File: config.mk
export PLATFORM = sky130hd
export DESIGN_NAME = gcd_div_cell
export DESIGN_NICKNAME = d
export VERILOG_FILES = /design/src/rtl/gcd_pkg.sv /design/src/rtl/gcd_div_cell.sv
export SDC_FILE = /design/constraint.sdc
export NUM_CORES = 1
export LEC_CHECK = 0
export BUFFER_PORTS_ARGS = -buffer_cell sky130_fd_sc_hd__buf_2
export CAP_MARGIN = 25
export CORE_ASPECT_RATIO = 2
export CORE_MARGIN = 5
export CORE_UTILIZATION = 31
export CTS_CLUSTER_DIAMETER = 100
export DETAILED_ROUTE_END_ITERATION = 10
export HOLD_SLACK_MARGIN = 0.06
export PLACE_DENSITY = 0.53
export SLEW_MARGIN = 20
export SYNTH_ARGS = -nofsm -noshare
export SYNTH_HDL_FRONTEND = slang
export SYNTH_SLANG_ARGS = --single-unit
File: constraint.sdc
create_clock -name clk_i -period 5.4 [get_ports clk_i]
set_clock_uncertainty 0.15 [all_clocks]
set_input_delay 0.27 -clock clk_i [delete_from_list [all_inputs] [get_ports clk_i]]
set_output_delay 0.27 -clock clk_i [all_outputs]
set_load 0.005 [all_outputs]
File: src/rtl/gcd_pkg.sv
package gcd_pkg;

  localparam int ANGLE_FRAC_BITS = 23;
  localparam int CORDIC_STAGES   = 32;
  localparam int AMP_BITS        = 56;
  localparam int ANG_BITS        = 60;

  // registers from accept to result, not counting the three cordic chains
  localparam int LAT_FIXED = 84;

  localparam logic [63:0] PI_Q60 = 64'h3243F6A8885A308D;
  localparam logic [63:0] RAD_M  =
      (PI_Q60 / 64'd45) * 64'd64 + ((PI_Q60 % 64'd45) * 64'd64) / 64'd45;

  localparam logic [26:0] RECIP45 = 27'(((64'd1 << 32) + 64'd44) / 64'd45);

  localparam logic [34:0] DIST_MAX       = 35'd21991148575;
  localparam logic [32:0] RADIUS_K_RESET = 33'd6371000000;

  function automatic logic [63:0] udiv(input logic [63:0] n, input logic [63:0] d);
    logic [63:0] q;
    logic [63:0] r;
    q = '0;
    r = '0;
    for (int b = 63; b >= 0; b--) begin
      r = {r[62:0], n[b]};
      if (r >= d) begin
        r    = r - d;
        q[b] = 1'b1;
      end
    end
    return q;
  endfunction

  // atan(2^-i) in Q60 from the alternating series in Q62
  function automatic logic signed [63:0] atan_entry(input int i);
    logic signed [63:0] acc;
    logic [63:0]        term;
    int                 e;
    acc = '0;
    if (i == 0) begin
      return $signed((PI_Q60 + 64'd2) >> 2);
    end
    for (int k = 0; k < 64; k++) begin
      e = 62 - i * (2 * k + 1);
      if (e >= 0) begin
        term = udiv(64'd1 << e, 64'(2 * k + 1));
        if ((k & 1) != 0) begin
          acc = acc - $signed(term);
        end else begin
          acc = acc + $signed(term);
        end
      end
    end
    return (acc + 64'sd2) >>> 2;
  endfunction

endpackage

File: src/rtl/gcd_div_cell.sv
module gcd_div_cell (
  input  logic                         clk_i,
  input  logic [63:0]                  n_i,
  input  logic [63:0]                  d_i,
  input  logic [gcd_pkg::ANG_BITS-1:0] q_i,
  output logic [63:0]                  n_o,
  output logic [63:0]                  d_o,
  output logic [gcd_pkg::ANG_BITS-1:0] q_o
);

  logic [63:0]                  n2;
  logic                         ge;
  logic [63:0]                  n_q, d_q;
  logic [gcd_pkg::ANG_BITS-1:0] q_q;

  assign n2 = {n_i[62:0], 1'b0};
  assign ge = n2 >= d_i;

  always_ff @(posedge clk_i) begin
    n_q <= ge ? n2 - d_i : n2;
    d_q <= d_i;
    q_q <= {q_i[gcd_pkg::ANG_BITS-2:0], ge};
  end

  assign n_o = n_q;
  assign d_o = d_q;
  assign q_o = q_q;

endmodule

==> impl_metrics.py <==
metrics = {
    "floorplan": {
        "ios": 377,
        "placeableCoreArea_um2": 28100,
        "dieHeight_um": 248,
        "fp.dieArea_um2": 32000,
        "fp-row-count": 87,
        "start_util_pct": 31.3,
        "die_w_um": 129,
    },
    "synth": {
        "synth_compound_area_share_pct": 21.6,
        "synthesis.instances": 1011,
        "synth_mux_area_share_pct": 0.726,
        "ys_seq_elements": 188,
        "synthXorXnorAreaFrac_pct": 5.48,
        "syn_nets": 1265,
        "async_flop_share_pct": 0,
        "synth_flop_cell": "dfxtp_1",
        "synth_edf_count": 0,
        "yosysSeqAreaShare_pct": 42.8,
        "mappedNetlistArea_um2": 8790,
        "synth_top_family_by_area": "compound AO/OA/AOI/OAI gates",
        "synth_simple_gate_area_share_pct": 14.2,
        "postSynthAreaPerCell_um2": 8.69,
        "yosys_warnings": 0,
        "synth_cell_types": 67,
        "synthAdderAreaFrac_pct": 9.34,
    },
    "timing": {
        "drv_slew": 0,
        "tns_ns": 0,
        "relSlewSlack_pct": 34.0,
        "rsz0062_at_grt": "no",
        "holdWs_ns": 0.305,
        "fin_crit_ns": 4.30,
        "finalHoldViolCount": 0,
        "worstMarginPinSlew_ns": 0.987,
        "finalSetupViolCount": 0,
        "fin_crit_sh_pct": 79.6,
        "clock.fmax_mhz": 233,
    },
    "cts": {
        "cts_sinks": 188,
        "cts_made_buffers": 17,
        "clk_pin_slew_worst_paths_ns": 0.07,
        "htreeDepth": 4,
        "root_buffer": "clkbuf_16",
        "cts_tree": "yes",
        "post_cts_resized": 0,
        "cts_buffer_depth": 2,
    },
    "critical_path": {
        "cpPeakStageDelay_ns": 0.68,
        "critPathBufInv": 4,
        "cp_top_family": "buffers and inverters",
        "crit_end": "n_o[6]",
        "crit_required_ns": 5.58,
        "setup.worst_path.start": "n_i[28]",
        "cp_cell_sequence": "dlygate4sd3_1 -> buf_2 -> ha_1 -> nand2_2 -> or4_4 -> o211ai_2 -> a211oi_1 -> o2111ai_1 -> nand2_1 -> inv_2 -> buf_4 -> mux2_1",
        "crit_slowest_cell": "inv_2",
        "arrival_ns": 4.48,
        "crit_type": "input port to register",
        "worstSetupEndpointType": "register",
        "worstPathMaxFanout": 53,
        "cp_num_cells": 12,
        "start_kind": "input port",
    },
    "route": {
        "totalWireLength_mm": 33.4,
        "drcViolationCount": 0,
        "dr_total_vias": 9121,
        "antenna_left": 0,
        "vias_per_cell": 4.76,
        "drtPass1Iterations": 5,
        "dr.first_iter.drc_count": 241,
        "wl_per_cell_um": 17.4,
    },
    "cells_and_area": {
        "drive_above_1_share_pct": 27.8,
        "fillers": 2702,
        "fin_nets": 1801,
        "stdcell_count": 1917,
        "syn2layout_area_growth_pct": 52.9,
    },
    "job": {
        "maxCapViolCount": 0,
    },
    "placed_design": {
        "routabilityCongestion": 0.837,
        "portBuffers": 374,
        "place.detailed.hpwl_mm": 26.5,
        "dp_cells": 1698,
    },
    "grt": {
        "grt_overflow": 0,
        "groute.usage.overall_pct": 20.2,
        "antenna_found_initial": 1,
        "grt_pass1_vias": 9553,
        "grt_max_degree": 54,
        "grt_pass1_wl_mm": 49.5,
    },
    "status": {
        "status": "complete, no violations",
    },
    "power_and_ir_drop": {
        "irDropWorstVdd_uv": 190,
        "p_per_area_nw_per_um2": 295,
        "cellLeakagePower_uw": 0.00646,
    },
    "worst_hold_path": {
        "hold_class": "input port to register",
    },
}
stage by stage:
stage | total power [uW] | area (um2) | setup slack [ns] | utilization, %
5_1_grt | 4180 | 13400 | 0.662 | 47.8
2_1_floorplan | 2120 | 8790 | 2.41 | -
6_report | 3960 | 13400 | 1.10 | 47.8
4_1_cts | 4020 | 13400 | 1.01 | 47.8
3_3_place_gp | 2510 | 10900 | 1.11 | 38.9
3_5_place_dp | 2510 | 10900 | 1.07 | 38.9
power breakdown:
group / switching (uW) / leakage (uW) / internal, uW
clock: 615 / 0.000308 / 762
sequential: 34.8 / 0.00159 / 1520
combinational: 557 / 0.00457 / 469
total: 1210 / 0.00646 / 2750
state kept, by name, indices dropped and copies added, names as in the netlist:
register and flops:
d_o 64, n_o 64, q_o 60
layout make-up:
cell class	instances	area [um2]	share of cell area [%]
Inverter	83	312	2.32
Timing Repair Buffer	563	3760	28.0
Sequential cell	188	3760	28.0
Clock inverter	14	204	1.52
Antenna cell	1	2.50	0.0186
Tap cell	356	445	3.31
Multi-Input combinational cell	694	4520	33.6
Clock buffer	18	439	3.27
cell families after synthesis:
kind of cell	count (synthesis)
xor+xnor	55
buf+inv	129
compound gates	301
fa+ha+maj	65
simple gates	267
flops	188
mux	6
cells in the final DEF, fill, tap and decap left out, drive strengths merged, types with 25 or more instances in the layout:
cell type	instances
inv	89
a21o	29
xnor2	30
a21oi	128
dlygate4sd3	186
nand4	30
buf	377
nand2	79
xor2	25
o21ai	55
nor2	94
ha	64
dfxtp	188
cells in the mapped netlist, drive strengths merged, types with 25 or more instances:
cell / instances / area share (%)
dfxtp: 188 / 43
a21oi: 128 / 7.3
nor2: 94 / 4.0
inv: 83 / 3.5
nand2: 79 / 3.4
ha: 64 / 9.1
o21ai: 55 / 3.3
clkbuf: 32 / 1.4
nand4: 30 / 2.1
xnor2: 30 / 3.0
a21o: 29 / 2.5
xor2: 25 / 2.5
routing by layer:
layer  track usage [%]  part of all wire, %  up-vias  routed length, um
li1                  -                    -     4586                  -
met1              17.4                   32     4148              10700
met2              42.4                   59      323              19600
met3              3.76                  5.5       64               1840
met4              9.68                  3.8        0               1280
met5                 0                    0        -                  0
what timing repair did:
| action | CTS | global route |
|---|---|---|
| buffers inserted | 0 | 0 |
| hold buffers | 186 | 0 |
| hold endpoints to repair | 187 | 0 |
worst min path at each step:
stage | depth (start not counted) | endpoint | start | slack (ns)
2_1_floorplan | 0 | d_o[0] | d_i[0] | 0.15
3_5_place_dp | 1 | q_o[26] | q_i[25] | 0.22
5_1_grt | 2 | q_o[22] | q_i[21] | 0.28
3_3_place_gp | 1 | q_o[35] | q_i[34] | 0.22
6_report | 2 | q_o[30] | q_i[29] | 0.30
4_1_cts | 2 | q_o[38] | q_i[37] | 0.27
Power figures use the tool's default switching activity.
